`src/rtl/core/spi_rcf_pkg.sv`:
```
`timescale 1ns / 1ps
// ---------------------------------------------------------------------------
// spi_rcf_pkg
// Types and constants shared by the SPI register command framer.
// ---------------------------------------------------------------------------
package spi_rcf_pkg;

  // transaction modes
  localparam logic [1:0] MODE_WRITE = 2'd0;
  localparam logic [1:0] MODE_READ  = 2'd1;
  localparam logic [1:0] MODE_PAGE  = 2'd2;
  localparam logic [1:0] MODE_INSTR = 2'd3;

  // command byte prefixes
  localparam logic [7:0] PFX_WRITE = 8'h40;
  localparam logic [7:0] PFX_READ  = 8'h00;
  localparam logic [7:0] PFX_PAGE  = 8'h80;
  localparam logic [7:0] PFX_INSTR = 8'hC0;

  localparam logic [7:0] FILL_BYTE = 8'hFF;

  // byte index within a transaction (up to six bytes)
  localparam int IDX_W = 3;

  typedef logic [IDX_W-1:0] idx_t;

  typedef struct packed {
    logic [1:0]  mode;
    logic [5:0]  target;
    logic [23:0] write_data;
    logic        checksum_on;
    logic [23:0] rx_data;
    logic [7:0]  rx_checksum;
  } in_item_t;

  typedef struct packed {
    logic [7:0]  tx_byte;
    logic        last_byte;
    logic [23:0] read_value;
    logic        status;
  } out_item_t;

  // 0xFF minus the byte sum of a 24-bit word, modulo 256
  function automatic logic [7:0] chk3(input logic [23:0] w);
    logic [7:0] s;
    s = w[23:16] + w[15:8] + w[7:0];
    return ~s;
  endfunction

endpackage

```
`src/rtl/core/spi_rcf_byte_sel.sv`:
```
`timescale 1ns / 1ps
// ---------------------------------------------------------------------------
// spi_rcf_byte_sel
// Picks the transmit byte, last marker and read result for one byte index.
// ---------------------------------------------------------------------------
module spi_rcf_byte_sel (
  input  spi_rcf_pkg::in_item_t  item,
  input  spi_rcf_pkg::idx_t      idx,
  output spi_rcf_pkg::out_item_t res
);
  import spi_rcf_pkg::*;

  logic [7:0] tgt_b;
  logic [7:0] tgt_chk;
  logic [7:0] byte_v;
  logic       last_v;
  logic       rd_mismatch;

  assign tgt_b       = {2'b00, item.target};
  assign tgt_chk     = ~tgt_b;
  assign rd_mismatch = (item.rx_checksum != chk3(item.rx_data));

  always_comb begin
    byte_v = FILL_BYTE;
    last_v = 1'b0;
    unique case (item.mode)
      MODE_WRITE: begin
        unique case (idx)
          3'd0:    byte_v = PFX_WRITE | tgt_b;
          3'd1:    byte_v = item.write_data[23:16];
          3'd2:    byte_v = item.write_data[15:8];
          3'd3: begin
            byte_v = item.write_data[7:0];
            last_v = ~item.checksum_on;
          end
          default: begin
            byte_v = chk3(item.write_data);
            last_v = 1'b1;
          end
        endcase
      end
      MODE_READ: begin
        if (idx == '0) begin
          byte_v = PFX_READ | tgt_b;
        end else if (item.checksum_on && idx == 3'd1) begin
          byte_v = tgt_chk;
        end
        last_v = item.checksum_on ? (idx == 3'd5) : (idx == 3'd3);
      end
      MODE_PAGE, MODE_INSTR: begin
        if (idx == '0) begin
          byte_v = ((item.mode == MODE_PAGE) ? PFX_PAGE : PFX_INSTR) | tgt_b;
          last_v = ~item.checksum_on;
        end else begin
          byte_v = tgt_chk;
          last_v = 1'b1;
        end
      end
    endcase
  end

  always_comb begin
    res.tx_byte    = byte_v;
    res.last_byte  = last_v;
    res.read_value = '0;
    res.status     = 1'b0;
    if (item.mode == MODE_READ && last_v) begin
      res.read_value = item.rx_data;
      res.status     = item.checksum_on & rd_mismatch;
    end
  end

endmodule

```
`src/rtl/core/spi_register_command_framer_core.sv`:
```
`timescale 1ns / 1ps
// ---------------------------------------------------------------------------
// spi_register_command_framer_core
// Host-side byte framer for register access to an SPI metering device.
// ---------------------------------------------------------------------------
// A request (one transaction) is taken when start is high and busy is low.
// It is turned into its transmit bytes in bus order, one byte per clock on
// out_item with out_valid high for that single cycle; the receiver cannot
// stall, so each byte must be consumed in the cycle it is shown. A write
// gives 4 bytes (5 with checksum), a read 4 (6), page select and
// instruction 1 (2). busy drops during the cycle the final byte is being
// formed, so the next request enters while the previous final byte goes to
// the output register and bytes stream without gaps. The first byte is
// formed from item_r, loaded at the accepting edge, and then passes
// through the output register. On the final byte of a read, read_value
// carries the captured rx_data and status flags a checksum mismatch
// (checksum on only); both are zero on every other byte.
// ---------------------------------------------------------------------------
module spi_register_command_framer_core (
  input  logic                   clk,
  input  logic                   rst_n,
  input  logic                   start,
  output logic                   busy,
  input  spi_rcf_pkg::in_item_t  in_item,
  output logic                   out_valid,
  output spi_rcf_pkg::out_item_t out_item
);
  import spi_rcf_pkg::*;

  // request held for the length of its byte sequence
  in_item_t  item_r;
  idx_t      idx_r;
  idx_t      idx_nxt;
  logic      act_r;
  logic      act_nxt;

  // output register
  logic      out_valid_r;
  out_item_t out_item_r;

  out_item_t sel;
  logic      accept;

  spi_rcf_byte_sel u_sel (
    .item (item_r),
    .idx  (idx_r),
    .res  (sel)
  );

  // free once the byte being formed is the final one
  assign busy   = act_r & ~sel.last_byte;
  assign accept = start & ~busy;

  always_comb begin
    act_nxt = act_r;
    idx_nxt = idx_r;
    if (accept) begin
      act_nxt = 1'b1;
      idx_nxt = '0;
    end else if (act_r) begin
      // reached on every byte but the final one, and on the final byte when no new request came
      act_nxt = ~sel.last_byte;
      idx_nxt = idx_r + idx_t'(1);
    end
  end

  always_ff @(posedge clk) begin
    if (!rst_n) begin
      act_r       <= 1'b0;
      idx_r       <= '0;
      out_valid_r <= 1'b0;
    end else begin
      act_r       <= act_nxt;
      idx_r       <= idx_nxt;
      out_valid_r <= act_r;
    end
  end

  // payload registers, no reset
  always_ff @(posedge clk) begin
    if (accept) begin
      item_r <= in_item;
    end
    out_item_r <= sel;
  end

  assign out_valid = out_valid_r;
  assign out_item  = out_item_r;

endmodule

```
`config.mk`:
```
export PLATFORM = sky130hd
export DESIGN_NAME = spi_register_command_framer_core
export DESIGN_NICKNAME = d
export VERILOG_FILES = /design/src/rtl/core/spi_rcf_pkg.sv /design/src/rtl/core/spi_rcf_byte_sel.sv /design/src/rtl/core/spi_register_command_framer_core.sv
export SDC_FILE = /design/constraint.sdc
export NUM_CORES = 1
export LEC_CHECK = 0
export ABC_CLOCK_PERIOD_IN_PS = 6800
export BUFFER_PORTS_ARGS = -buffer_cell sky130_fd_sc_hd__buf_2
export CAP_MARGIN = 20
export CELL_PAD_IN_SITES_DETAIL_PLACEMENT = 1
export CELL_PAD_IN_SITES_GLOBAL_PLACEMENT = 1
export CORE_UTILIZATION = 40
export CTS_BUF_LIST = sky130_fd_sc_hd__clkbuf_4 sky130_fd_sc_hd__clkbuf_8
export CTS_CLUSTER_DIAMETER = 100
export DETAILED_ROUTE_END_ITERATION = 8
export MAX_ROUTING_LAYER = met4
export PLACE_DENSITY = 0.86
export SYNTH_ARGS = -nofsm -noshare
export SYNTH_HDL_FRONTEND = slang
export SYNTH_SLANG_ARGS = --single-unit
```
`constraint.sdc`:
```
create_clock -name clk -period 6.8 [get_ports clk]
set_clock_uncertainty 0.2 [all_clocks]
set_input_delay 2.04 -clock clk [delete_from_list [all_inputs] [get_ports clk]]
set_output_delay 2.04 -clock clk [all_outputs]
set_load 0.01 [all_outputs]
```
# ---- Word level (Yosys, flattened, before mapping)
# Cells that the tools add are included.
dict set report totals {
  elab_cells 56
  output_inout_bits 36
  reg_bits 104
  inputBits 68
}
dict set report op_classes {
  addsub 5
  n_reduce_logical 7
  muxes 12
  eq_ne 8
  bitwise_logic 11
}
# cell n
set ops {}
lappend ops {{$add A8 B8 Y8} 4}
lappend ops {{$pmux W8 S4} 1}
lappend ops {{$mux W8} 3}
lappend ops {{$pmux W8 S3} 1}
lappend ops {{$not A8 Y8} 2}
lappend ops {{$ne A8 B8 Y1} 1}
lappend ops {{$not A6 Y8} 1}
lappend ops {{$or A8 B6 Y8} 1}
lappend ops {{$mux W7} 1}
lappend ops {{$eq A3 B2 Y1 const B} 2}
lappend ops {{$eq A2 B2 Y1 const B} 2}
lappend ops {{$mux W1} 4}
lappend ops {{$not A1 Y1} 4}
lappend ops {{$reduce_or A2 Y1} 2}
lappend ops {{$add A3 B1 Y3 const B} 1}
lappend ops {{$and A1 B1 Y1} 3}
lappend ops {{$eq A3 B1 Y1 const B} 1}
lappend ops {{$eq A3 B3 Y1 const B} 1}
lappend ops {{$logic_not A3 Y1} 1}
lappend ops {{$pmux W1 S3} 1}
lappend ops {{$reduce_or A3 Y1} 1}
lappend ops {{$eq A2 B1 Y1 const B} 1}
lappend ops {{$logic_and A1 B1 Y1} 2}
lappend ops {{$logic_not A2 Y1} 1}
lappend ops {{$pmux W1 S2} 1}

# ---- Logic depth before layout (Yosys ltp)
dict set report logic_depth {
  depth_word 9
  mapped_depth 12
  ltp_nobuf 12
}

# ---- By module
# A second synthesis with hierarchy kept.
dict set report hier_totals {
  hier_cells 338
  area_unflattened_um2 4588.2
}
# mod cells_per_inst area_per_inst_um2 instances
set by_module_without_submodules {}
lappend by_module_without_submodules {spi_register_command_framer_core 121 2847.7 1}
lappend by_module_without_submodules {spi_rcf_byte_sel 217 1740.4 1}

# ---- Least setup slack after synthesis
# OpenSTA, ideal clock, no wires.
dict set report synth_path {
  path_type {in2reg}
  from {input port start}
  to {register idx_r[2]}
  slack_ps 3033
  t_arrival_ps 3438
  required_ps 6472
  path_buffers 0
  stages 3
  path_cell_list {nor2b_4 -> nand2b_4 -> a211oi_2}
}
dict set report synth_via {
  elab_chain_cells 2
}
# item line
set synth_lines {}
lappend synth_lines {{from (decl)} spi_register_command_framer_core.sv:22} ;# input logic start,
lappend synth_lines {{$and A1 B1 Y1} spi_register_command_framer_core.sv:52} ;# assign accept = start & ~busy;
lappend synth_lines {{$reduce_or A2 Y1 (no line)} --}
lappend synth_lines {{to (signal assigned)} spi_register_command_framer_core.sv:74} ;# idx_r <= idx_nxt;
lappend synth_lines {{to (decl)} spi_register_command_framer_core.sv:32} ;# idx_t idx_r;
# No other way between the ends.
# A chain may end at the register's enable or synchronous reset.

# ---- Worst setup path in the final report
dict set report layout_path {
  from {register idx_r[2]}
  to {output port busy}
}
dict set report layout_via {
  elab_chain_cells 6
  word_cells_on_any_way 12
  cone_classes {eq/ne (4); mux (4); bitwise (2); reduce/logical (2)}
}
# item line
set layout_lines {}
lappend layout_lines {{$eq A3 B2 Y1, or another cell as far along} spi_rcf_byte_sel.sv:28} ;# unique case (idx)
lappend layout_lines {{$reduce_or A3 Y1 (no line)} --}
lappend layout_lines {{$pmux W1 S2} spi_rcf_byte_sel.sv:28}
lappend layout_lines {{$pmux W1 S3 (*)} spi_rcf_byte_sel.sv:26} ;# unique case (item.mode)
lappend layout_lines {{$not A1 Y1 (*)} spi_register_command_framer_core.sv:51} ;# assign busy = act_r & ~sel.last_byte;
lappend layout_lines {{$and A1 B1 Y1 (*)} spi_register_command_framer_core.sv:51}
lappend layout_lines {{to (decl)} spi_register_command_framer_core.sv:23} ;# output logic busy,
# Every way passes the cells marked *; elsewhere a longest branch is shown, timed or not.

==> metrics <==
outcome complete, no violations; final setup fails 0; TritonCTS clock tree yes; core area roughly 11000 sq um; Post CTS Setup Buffer Count 0; Tightest Hold Check Type flop to flop; Overflow after GRT 0; Via-to-Cell Ratio 4.98; PD cells 260 nW/um^2; Worst-Skew Late Latency 0.39 ns; Syn Inst Count 323; final slew viol count 0; period utilization 77.1%; Total Routing Usage GR 19.0%; Clk pin slew, worst setup/hold paths 0.11 ns; Setup crit end kind output port; CTS sink count 104; RSZ-0062 raised after global routing no; PortBufs 103; initial antenna violation count 1; H-tree depth 3; register area 2730 sq um; Initial DRT Pass Iterations 4; cts bufs inserted 9; final hold slack a little under 0.3 ns; r2r worst-path depth 9; CP max FO 27; cell area after placement 5210 sq um; post-detail-place hpwl 7550 microns; first-pass GRT wire length between 15000 and 20000 microns; DRT Wirelength 10200 microns; width of the die between 100 and 150 microns; Post-Syn Area 4570 sq um; worst slew pin tran 0.942 ns; unique cell type count in the Yosys netlist 44; Starting Density between 40% and 50%; Synthesis Warnings 0; via count 2866; worst hold path depth 1; EDFF count, synth 65; Layout fillers 1143; RD Place Congestion 0.817; Main synth FF type edfxtp_1; Synth Register Bits 104; Synth async-reset ratio 0%; Post-DRT Antenna Nets 0; Worst VDD drop 0.000206 V; Synth Area per Inst 14.2 sq um; Core Rows 38; number of global-route vias before repair roughly 3200; Hold Vio Cnt, Final 0; CTS root buf clkbuf_8; DRT iter0 DRCs just under 100; IO Count 104; Startpoint Class flop; Post-route DRC 0; Routed WL per cell 17.7 microns; WP data required 4.56 ns; ratio of cells with drive above 1 in the final layout 29.3%; area grow syn2layout 18.6%; Longest Clk Path Bufs 2; Multi-input gate area 1710 sq um; MaxCap Viol Count 0; post-synthesis sequential area ratio 59.8%; Final nets ~540; Die ar. 11900 sq um; setup TNS 0 ns; largest net degree at the start of global routing 48; Slew headroom 37.2%; total power 1.41 mW; most frequent cells in the layout 103 x buf_2, 65 x edfxtp_1, 39 x dfxtp_1, 25 x and2_1, 23 x ha_1; Critical Path AT 3.01 ns; CTS resizes 0; f_max 191 MHz; Syn Nets 430; cts hold-fix bufs 0; design area 5420 sq um; Pleak between 2 and 2.5 nW; Tmin final between 5 and 6 ns; Die Ht roughly 110 microns; Setup Crit Path Kind flop to output port; commonest non-fill, non-tap cell in the layout buf_2
==> cell usage after synthesis, types with 3 or more instances <==
library cell	n	area (sq um)
a221o_1	3	30.0
inv_1	20	75.1
nor2b_1	4	25.0
a221oi_1	3	26.3
a21o_1	4	30.0
a211oi_1	3	22.5
a22oi_1	4	30.0
dfxtp_1	39	781
nor2_1	6	22.5
fa_1	16	320
clkbuf_1	3	11.3
and2_1	25	156
mux2i_1	12	120
xnor2_1	21	184
nand2_1	9	33.8
nand2b_1	5	31.3
ha_1	23	288
o21ai_0	7	35.0
xor2_1	5	43.8
a21oi_1	13	65.1
o22ai_1	4	25.0
edfxtp_1	65	1950
==> registers in the layout, summed over array words and instances (netlist names) <==
register and flops:
item_r 65, out_item 34, act_r 1, idx_r 3
out_valid 1
==> critical path: stages, from the launching register on <==
cell and delay, ns:
dfxtp_1 0.51, inv_1 0.20, ha_1 0.52, nand2b_1 0.15
a21oi_2 0.77, and4b_4 0.33, buf_2 0.15
==> worst paths after layout <==
kind	from	end	slack, ns
worst max-delay path	idx_r[2]$_SDFFE_PP0P_	busy	1.55
worst min register to register	item_r[8]$_DFFE_PP_	out_item[1]$_SDFF_PN0_	0.29
worst min-delay path	item_r[8]$_DFFE_PP_	out_item[1]$_SDFF_PN0_	0.29
worst max register to register	idx_r[2]$_SDFFE_PP0P_	idx_r[2]$_SDFFE_PP0P_	2.58
==> cell type report <==
| class | instances | area share [%] |
|---|---|---|
| clock buffers | 9 | 2.29 |
| well taps | 140 | 3.23 |
| diodes | 1 | 0.0462 |
| flip-flops and latches | 104 | 50.4 |
| repair buffers | 104 | 9.65 |
| multi-input cells | 190 | 31.5 |
| inverters | 20 | 1.39 |
| clock inverters | 7 | 1.52 |
==> cells by family (layout without fill, tap and decap cells) <==
family                     Yosys count  count (layout)  share of synthesized area [%]
DFF                                104             104                           59.8
muxes                               12              12                           2.63
xor gates and xnor gates            26              26                           4.98
other                                0               1                              0
AOI/OAI and AO/OA                   54              54                           8.46
and+or+nand+nor                     59              59                           7.94
adders and majority gates           39              39                           13.3
buffers and inverters               29             140                           2.93
==> per-layer routing <==
layer  part of all wire, %  GRT usage, %  up-vias
met4                   1.2          4.73        0
li1                      -             -     1361
met1                    41          20.8     1395
met2                    51          32.7       99
met5                     0             -        -
met3                   6.9          6.58       11
==> stage by stage <==
step | setup slack [ns] | utilization (%) | cells
after floorplan | 3.03 | - | 323
after global placement | 2.19 | 47.4 | 558
after detailed placement | 1.98 | 47.4 | 558
after CTS | 1.48 | 49.3 | 574
after global routing | 1.30 | 49.4 | 575
final | 1.55 | 49.4 | 575
==> report_power, final <==
| group | switching (mW) | internal [mW] |
|---|---|---|
| Sequential | 0.0269 | 0.715 |
| Clock | 0.229 | 0.178 |
| Combinational | 0.136 | 0.123 |
| Total | 0.392 | 1.02 |
Note: power is estimated with default switching activity, not from simulation.
